==> src/sv/arp_cache_table_with_aging_top_macros.svh <==
// Assertion macros for the ARP cache table.
// Expects i_clk and i_rst_n in the module that uses them.
`ifndef ARP_CACHE_TABLE_WITH_AGING_TOP_MACROS_SVH
`define ARP_CACHE_TABLE_WITH_AGING_TOP_MACROS_SVH

// Same-cycle implication, disabled in reset.
`define ARPC_ASSERT_IMP(label, ante, cons) \
    label: assert property (@(posedge i_clk) disable iff (!i_rst_n) (ante) |-> (cons)) \
        else $error("arpc: same-cycle check failed");

// Next-cycle implication, disabled in reset.
`define ARPC_ASSERT_NXT(label, ante, cons) \
    label: assert property (@(posedge i_clk) disable iff (!i_rst_n) (ante) |=> (cons)) \
        else $error("arpc: next-cycle check failed");

`endif

==> src/sv/arpc_pkg.sv <==
// Shared types and constants for the ARP cache table.
// No dependencies.
`timescale 1ns / 1ps

package arpc_pkg;

    localparam logic [1:0] FUNC_LOOKUP = 2'd0;
    localparam logic [1:0] FUNC_INSERT = 2'd1;
    localparam logic [1:0] FUNC_TICK   = 2'd2;

    localparam logic [7:0] AGE_MAX       = 8'd255;
    localparam logic [7:0] TIMEOUT_RESET = 8'd15;
    localparam int         SLOT_W        = 7;

    typedef struct packed {
        logic [1:0]  func;
        logic [31:0] ip_addr;
        logic [47:0] mac_addr;
    } t_in_item;

    typedef struct packed {
        logic        hit;
        logic [47:0] mac_found;
        logic        stored;
        logic [6:0]  slot;
    } t_out_item;

    // One table entry as held in the RAM.
    typedef struct packed {
        logic        valid;
        logic [7:0]  age;
        logic [31:0] ip;
        logic [47:0] mac;
    } t_entry;

    // Controller to datapath commands.
    typedef struct packed {
        logic load;      // latch accepted item, clear scan trackers
        logic clr_we;    // reset clearing pass write
        logic rd_en;     // scan read at the given address
        logic out_load;  // finish: load result, do the insert write
    } t_cmd;

endpackage

==> src/sv/arpc_ctrl.sv <==
// Controller for the ARP cache table: clearing pass, scan sequencing, output valid.
// Depends on arpc_pkg and the assertion macro header.
`timescale 1ns / 1ps
`include "arp_cache_table_with_aging_top_macros.svh"

module arpc_ctrl #(
    parameter int ENTRIES = 128,
    parameter int IDX_W   = (ENTRIES > 1) ? $clog2(ENTRIES) : 1
) (
    input  logic               i_clk,
    input  logic               i_rst_n,
    input  logic               i_in_valid,
    output logic               o_in_stall,
    output logic               o_out_valid,
    input  logic               i_out_stall,
    output arpc_pkg::t_cmd     o_cmd,
    output logic [IDX_W-1:0]   o_addr
);

    import arpc_pkg::*;

    localparam logic [2:0] ST_CLEAR = 3'd0;
    localparam logic [2:0] ST_IDLE  = 3'd1;
    localparam logic [2:0] ST_SCAN  = 3'd2;
    localparam logic [2:0] ST_TAIL  = 3'd3;
    localparam logic [2:0] ST_DONE  = 3'd4;

    localparam logic [IDX_W-1:0] LAST = IDX_W'(ENTRIES - 1);

    logic [2:0]       r_state, n_state;
    logic [IDX_W-1:0] r_addr, n_addr;
    logic             r_out_valid, n_out_valid;
    t_cmd             cmd;

    always_comb begin
        n_state = r_state;
        n_addr  = r_addr;
        cmd     = '0;
        case (r_state)
            ST_CLEAR: begin
                cmd.clr_we = 1'b1;
                if (r_addr == LAST) begin
                    n_state = ST_IDLE;
                    n_addr  = '0;
                end else begin
                    n_addr = IDX_W'(r_addr + 1'b1);
                end
            end
            ST_IDLE: begin
                if (i_in_valid) begin
                    cmd.load = 1'b1;
                    n_state  = ST_SCAN;
                    n_addr   = '0;
                end
            end
            ST_SCAN: begin
                cmd.rd_en = 1'b1;
                if (r_addr == LAST) begin
                    n_state = ST_TAIL;
                    n_addr  = '0;
                end else begin
                    n_addr = IDX_W'(r_addr + 1'b1);
                end
            end
            ST_TAIL: begin
                // last read word is handled in the datapath this cycle
                n_state = ST_DONE;
            end
            ST_DONE: begin
                if (!r_out_valid || !i_out_stall) begin
                    cmd.out_load = 1'b1;
                    n_state      = ST_IDLE;
                end
            end
            default: begin
                n_state = ST_IDLE;
            end
        endcase
    end

    always_comb begin
        if (cmd.out_load) begin
            n_out_valid = 1'b1;
        end else if (!i_out_stall) begin
            n_out_valid = 1'b0;
        end else begin
            n_out_valid = r_out_valid;
        end
    end

    always_ff @(posedge i_clk) begin
        if (!i_rst_n) begin
            r_state     <= ST_CLEAR;
            r_addr      <= '0;
            r_out_valid <= 1'b0;
        end else begin
            r_state     <= n_state;
            r_addr      <= n_addr;
            r_out_valid <= n_out_valid;
        end
    end

    assign o_in_stall  = (r_state != ST_IDLE);
    assign o_out_valid = r_out_valid;
    assign o_cmd       = cmd;
    assign o_addr      = r_addr;

    `ARPC_ASSERT_IMP(a_no_overwrite, cmd.out_load, !r_out_valid || !i_out_stall)
    `ARPC_ASSERT_NXT(a_accept_scan, i_in_valid && !o_in_stall, r_state == ST_SCAN && r_addr == '0)
    `ARPC_ASSERT_NXT(a_tail_done, r_state == ST_TAIL, r_state == ST_DONE)
    `ARPC_ASSERT_NXT(a_scan_end, r_state == ST_SCAN && r_addr == LAST, r_state == ST_TAIL)

endmodule

==> config.mk <==
export PLATFORM = sky130hd
export DESIGN_NAME = arpc_ctrl
export DESIGN_NICKNAME = d
export VERILOG_FILES = /design/src/sv/arpc_pkg.sv /design/src/sv/arpc_ctrl.sv
export VERILOG_INCLUDE_DIRS = /design/src /design/src/sv
export SDC_FILE = /design/constraint.sdc
export NUM_CORES = 1
export LEC_CHECK = 0
export BUFFER_PORTS_ARGS = -buffer_cell sky130_fd_sc_hd__buf_2
export CAP_MARGIN = 20
export CORE_MARGIN = 2
export CORE_UTILIZATION = 43
export CTS_BUF_LIST = sky130_fd_sc_hd__clkbuf_16
export DETAILED_ROUTE_END_ITERATION = 10
export GPL_ROUTABILITY_DRIVEN = 0
export HOLD_SLACK_MARGIN = 0.06
export MAX_ROUTING_LAYER = met4
export PLACE_DENSITY_LB_ADDON = 0.08
export SLEW_MARGIN = 20
export SYNTH_ARGS = -nofsm -noshare
export SYNTH_HDL_FRONTEND = slang
export SYNTH_SLANG_ARGS = --single-unit
export TNS_END_PERCENT = 5
==> constraint.sdc <==
create_clock -name i_clk -period 1.5 [get_ports i_clk]
set_input_delay 0.15 -clock i_clk [delete_from_list [all_inputs] [get_ports i_clk]]
set_output_delay 0.15 -clock i_clk [all_outputs]
set_load 0.01 [all_outputs]
==> reports/metrics.csv, run 1 <==
stage;metric;value;unit
outcome;status;complete, no violations;
timing;RSZ-0062 raised after global routing;no;
synthesis;Post-Syn Nets;76;
timing;clock skew;0.00305;ns
layout;Nets;98;
drt;DR pass1 iterations;4;
grt;Global Route Usage Sum;18.6;%
layout;area of the multi-input gates;312;µm²
drt;vias per cell;5.16;
pwr;Max IR drop VDD;898;µV
cts;Worst-path clk slew;0.04;ns
timing;Worst-Margin Slew;0.359;ns
synthesis;YS warnings;0;
timing;Fin Setup TNS;0;ns
setup_path;CP max FO;4;
drt;initial DRC count;10;
cts;CTS root buf;clkbuf_16;
layout;layout cells sized above 1;34.8;%
layout;Fill cells;120;
cts;post-CTS sizing;0;
timing;final hold vios;0;
timing;Max Transition Viols Final;0;
grt;first-pass GRT wire length;1880;µm
setup_path;slowest stage delay, CP;0.41;ns
synthesis;register area share after synthesis;38.4;%
setup_path;crit end category;register;
cts;Clock Tree Buf Depth;2;
timing;maximum clock frequency;698;MHz
timing;Tcrit/Tclk final;95.6;%
drt;Antenna Nets Post-Route;0;
drt;Total Routed Length;1240;µm
pwr;Pwr Density;1080;nW/µm²
grt;number of global-route vias before repair;424;
timing;Hold Worst Slack;0.131;ns
placed_design;Port Buffers;16;
drt;DRC viols;0;
synthesis;synth unique cells;30;
timing;# setup viols final;0;
cts;H-tree levels;1;
grt;global route overflow;0;
cts;insertion delay to the later sink of the worst-skew pair;0.24;ns
pwr;P_leak;0.000329;µW
cts;Post-CTS Repair Setup Buffers;0;
cts;CTS Hold Bufs;0;
floorplanning;row count;13;
grt;initial antenna violation count;0;
setup_path;CP Data Arrival Time;1.60;ns
synthesis;FF+latch count, synth;11;
synthesis;Cells after Synth;71;
layout;Ant. Diodes;0;
setup_path;Critical Path Start Type;register;
placed_design;dpl hpwl;861;µm
synthesis;Synth Cell Area;573;µm²
floorplanning;Starting Density;45.2;%
timing;Slew Limit Headroom;76.1;%
placed_design;pre-CTS setup slack;0.0815;ns
setup_path;Crit Path Category;reg -> reg;
setup_path;CP Data Required Time;1.66;ns
setup_path;Worst path slowest cell;or3_2;
floorplanning;Core Box Area;1270;µm²
cts;clk sinks;11;
drt;DR WL/cell;11.5;µm
run;Max Cap Viol;0;
cts;TritonCTS clock tree;yes;
floorplanning;Die H;40.5;µm
layout;FF+latch area;223;µm²
floorplanning;Chip Width;40.5;µm
floorplanning;die footprint;1640;µm²
setup_path;worst path cell trace;ha_2 > and3_4 > nand3_1 > or3_2 > a21oi_1;
floorplanning;# IOs;17;
timing;worst setup margin;0.0665;ns
synthesis;syn_area_per_cell;8.07;µm²
drt;DR vias;552;
timing;fin crit period;1.43;ns
grt;largest net degree at the start of global routing;12;
cts;clock buffer count from CTS;3;
min_path;worst min path class;in -> reg;
layout;area delta synth->final;34.1;%
==> critical path, delay by kind of cell, from the launching register on <==
family / cells / cell delay (ns)
simple gates: 3 / 0.68
flops: 1 / 0.34
fa+ha+maj: 1 / 0.19
compound gates: 1 / 0.14
==> synthesized netlist by cell type <==
cell	n	share of area [%]
nor2_1	12	7.9
dfxtp_1	11	38
nand2_1	6	3.9
a21oi_1	5	4.4
inv_1	3	2.0
nand3_1	3	2.6
o21ai_0	3	2.6
a22oi_1	2	2.6
a31oi_1	2	2.2
buf_6	2	3.9
clkbuf_1	2	1.3
nand3b_1	2	2.6
a21o_2	1	1.5
a41oi_1	1	1.5
and3_1	1	1.1
buf_4	1	1.3
ha_1	1	2.2
mux2_2	1	2.0
mux2i_1	1	1.7
nand2b_1	1	1.1
nor3_1	1	0.87
nor3b_1	1	1.3
o211ai_1	1	1.3
o221ai_1	1	1.5
o22a_1	1	1.5
o31ai_1	1	1.3
or2_1	1	1.1
or3_2	1	1.3
or4_1	1	1.3
xnor2_1	1	1.5
==> power breakdown <==
group / switching (µW) / internal (µW)
clock network: 127 / 350
logic: 21.6 / 20.1
registers: 6.04 / 302
==> sequential cells by signal, indices dropped and copies added, names as in the netlist <==
signal / count
o_addr: 7
r_state: 3
o_out_valid: 1
==> metrics by stage <==
step,util (%),instance area [µm²],total power [µW],cells
2_1_floorplan,-,577,336,71
3_3_place_gp,53.7,682,354,103
3_5_place_dp,53.7,682,354,103
4_1_cts,60.0,761,837,107
5_1_grt,60.6,768,865,107
6_report,60.6,768,826,107
==> kinds of logic after synthesis <==
kind of cell / Yosys count / share of synthesized area (%)
simple gates: 30 / 25.1
flops: 11 / 38.4
compound gates: 18 / 20.5
buf+inv: 8 / 8.52
xor+xnor: 1 / 1.53
fa+ha+maj: 1 / 2.18
mux: 2 / 3.71
==> cell type report <==
cell class	count	share of cell area (%)
clock buffers	3	9.77
multi-input cells	52	40.6
clock inverters	1	0.489
inverters	3	1.47
repair buffers	22	16.3
flip-flops and latches	11	29.0
well taps	15	2.44
==> metal layers <==
layer  part of all wire, %  track usage [%]
met2                    47             24.6
met5                     0                -
met3                   3.8             6.67
met1                    48             24.0
met4                   1.1             10.0
==> cell usage in the layout, fill, tap and decap left out, drive strengths merged, types with 2 or more instances in the layout <==
cell type,n
buf,22
nor2,12
dfxtp,11
nand2,6
a21oi,5
inv,4
nand3,3
o21ai,3
clkbuf,3
nand3b,2
a31oi,2
a22oi,2
==> final timing paths <==
| check | from | to | slack [ns] | depth (start not counted) |
|---|---|---|---|---|
| worst max-delay path | o_addr[1] | o_addr[6] | 0.07 | 5 |
| worst min-delay path | i_in_valid | r_state[0] | 0.13 | 2 |
| worst max register to register | o_addr[1] | o_addr[6] | 0.07 | 5 |
| worst min register to register | o_addr[1] | o_addr[1] | 0.52 | 2 |
No activity file was read; power rests on OpenSTA's default activity.
==> run 2, diff against run 1 <==
- SETUP_SLACK_MARGIN: default -> 0.15
- clock period: 1.5 -> 1.3 ns (I/O delays scaled with it)
==> run 2 against run 1 <==
Net effect:
- the run now ends with setup timing left
- worst hold slack lost 0.0086 ns
- via count grew 12%
- critical path type unchanged
- maximum frequency grew 8.4%
- critical path depth shrank 2
- clock power grew 19%
- largest power group unchanged
- total power grew 19%
- design area grew 18%
- clock skew is essentially flat
==> reports/metrics.csv, run 2 (synthesis gave the netlist of run 1 again) <==
stage;metric;value;unit
setup_path;R2R depth;3;
pwr;Clk pwr share;57.7;%
placed_design;dpl cell area;741;µm²
setup_path;Crit Path Category;reg -> reg;
pwr;Sw Pwr;200;µW
grt;largest net degree at the start of global routing;12;
floorplanning;Die H;40.5;µm
timing;final hold vios;0;
setup_path;reg-to-reg slack, setup;-0.02;ns
grt;first-pass GRT wire length;2260;µm
outcome;status;finished with violations;
grt;initial antenna violation count;0;
layout;layout cells sized above 1;54.1;%
run;Max Cap Viol;0;
layout;max reg flops;7;
timing;Tcrit/Tclk final;102;%
grt;number of global-route vias before repair;529;
cts;CTS root buf;clkbuf_16;
pwr;register share of total power;36.0;%
cts;Clock Tree Buf Depth;2;
grt;global route overflow;0;
placed_design;dpl hpwl;980;µm
timing;maximum clock frequency;756;MHz
min_path;WHS Endpoint;r_state[0];
outcome;failing checks;setup timing;
pwr;Design Power;986;µW
floorplanning;Chip Width;40.5;µm
min_path;worst min path class;in -> reg;
setup_path;Critical Path Start Type;register;
floorplanning;Core Box Area;1270;µm²
cts;insertion delay to the later sink of the worst-skew pair;0.24;ns
timing;# setup viols final;1;
timing;Max Transition Viols Final;0;
drt;initial DRC count;8;
timing;clock skew;0.00334;ns
drt;Total Routed Length;1460;µm
drt;DR vias;618;
min_path;Hold Path Depth;2;
cts;TritonCTS clock tree;yes;
pwr;Logic pwr share;6.3;%
layout;FF+latch area;233;µm²
cts;clk sinks;11;
setup_path;Critical R2R Capture;o_addr[5];
layout;Ant. Diodes;0;
floorplanning;# IOs;17;
pwr;Pwr Density;1090;nW/µm²
layout;Nets;104;
grt;Global Route Usage Sum;22.8;%
layout;Final Cell Area;905;µm²
placed_design;Port Buffers;16;
timing;worst setup margin;-0.0224;ns
drt;DR WL/cell;12.9;µm
setup_path;worst path cell trace;or2_4 > or4_4 > a31oi_4;
floorplanning;die footprint;1640;µm²
setup_path;CP Data Required Time;1.47;ns
setup_path;CP Data Arrival Time;1.49;ns
cts;CTS Hold Bufs;0;
min_path;worst hold start;i_in_valid;
drt;vias per cell;5.47;
timing;fin crit period;1.32;ns
drt;DR pass1 iterations;4;
setup_path;slowest stage delay, CP;0.49;ns
layout;area of the multi-input gates;380;µm²
layout;most common cell after layout, fill and taps aside;buf_2;
floorplanning;Starting Density;45.2;%
pwr;Max IR drop VDD;844;µV
layout;most frequent cells in the layout;16 x buf_2, 9 x nor2_1, 9 x buf_4;
pwr;P_leak;0.000373;µW
layout;Fill cells;111;
setup_path;crit end category;register;
pwr;internal power;786;µW
drt;Antenna Nets Post-Route;0;
setup_path;Worst path slowest cell;or4_4;
cts;clock buffer count from CTS;3;
cts;H-tree levels;1;
pwr;switching share of total power;20.2;%
cts;Worst-path clk slew;0.04;ns
setup_path;R2R Path Start;r_state[2];
layout;area delta synth->final;57.9;%
drt;DRC viols;0;
timing;Slew Limit Headroom;72.1;%
floorplanning;row count;13;
setup_path;CP max FO;3;
timing;Worst-Margin Slew;0.419;ns
timing;RSZ-0062 raised after global routing;yes;
run 2: metal layers:
layer / up-vias / track usage, % / routed length (µm)
met5: - / - / 0
met1: 286 / 25.8 / 627
met2: 21 / 35.7 / 695
met3: 6 / 6.67 / 102
li1: 305 / - / -
met4: 0 / 12.5 / 36
run 2: worst max-delay path by stage:
stage / from / to / slack, ns / cells past startpoint
5_1_grt: r_state[2] / o_addr[5] / -0.05 / 3
3_3_place_gp: o_addr[1] / o_addr[3] / -0.01 / 6
3_5_place_dp: o_addr[1] / o_addr[5] / -0.07 / 5
2_1_floorplan: r_state[0] / o_addr[5] / -0.12 / 5
6_report: r_state[2] / o_addr[5] / -0.02 / 3
4_1_cts: r_state[2] / o_addr[5] / -0.0002 / 3
run 2: final cells by class:
class                      count  area share [%]
multi-input combinational     52            42.0
sequential                    11            25.7
timing repair buffer          28            20.1
clock buffer                   3            8.30
tap                           15            2.07
inverter                       3            1.24
clock inverter                 1           0.553
run 2: through the flow:
stage | util [%] | cells | hold slack, ns | TNS, ns | worst slack, ns
CTS | 67.8 | 112 | 0.125 | -0.000234 | -0.000234
floorplan | - | 71 | 0.234 | -0.166 | -0.119
global route | 71.3 | 113 | 0.145 | -0.155 | -0.0523
detailed placement | 58.4 | 108 | 0.374 | -0.160 | -0.0729
global placement | 58.4 | 108 | 0.370 | -0.0316 | -0.0137
finish | 71.3 | 113 | 0.123 | -0.0224 | -0.0224
run 2: power groups by stage:
stage,clock network [µW],registers (µW),logic (µW)
5_1_grt,600,355,70.4
3_5_place_dp,0,361,60.2
2_1_floorplan,0,367,24.0
3_3_place_gp,0,360,60.4
6_report,569,355,61.9
4_1_cts,577,355,62.0
run 2: worst max-delay path: cells and delay by family (launching register included):
| family | cells | cell delay, ns |
|---|---|---|
| AOI/OAI and AO/OA | 1 | 0.18 |
| and+or+nand+nor | 2 | 0.76 |
| DFF | 1 | 0.30 |
run 2: repair_timing:
item,in CTS,in global routing
resized for setup,11,10
setup endpoints to repair,11,13
buffers inserted,0,1
pin swaps,9,6
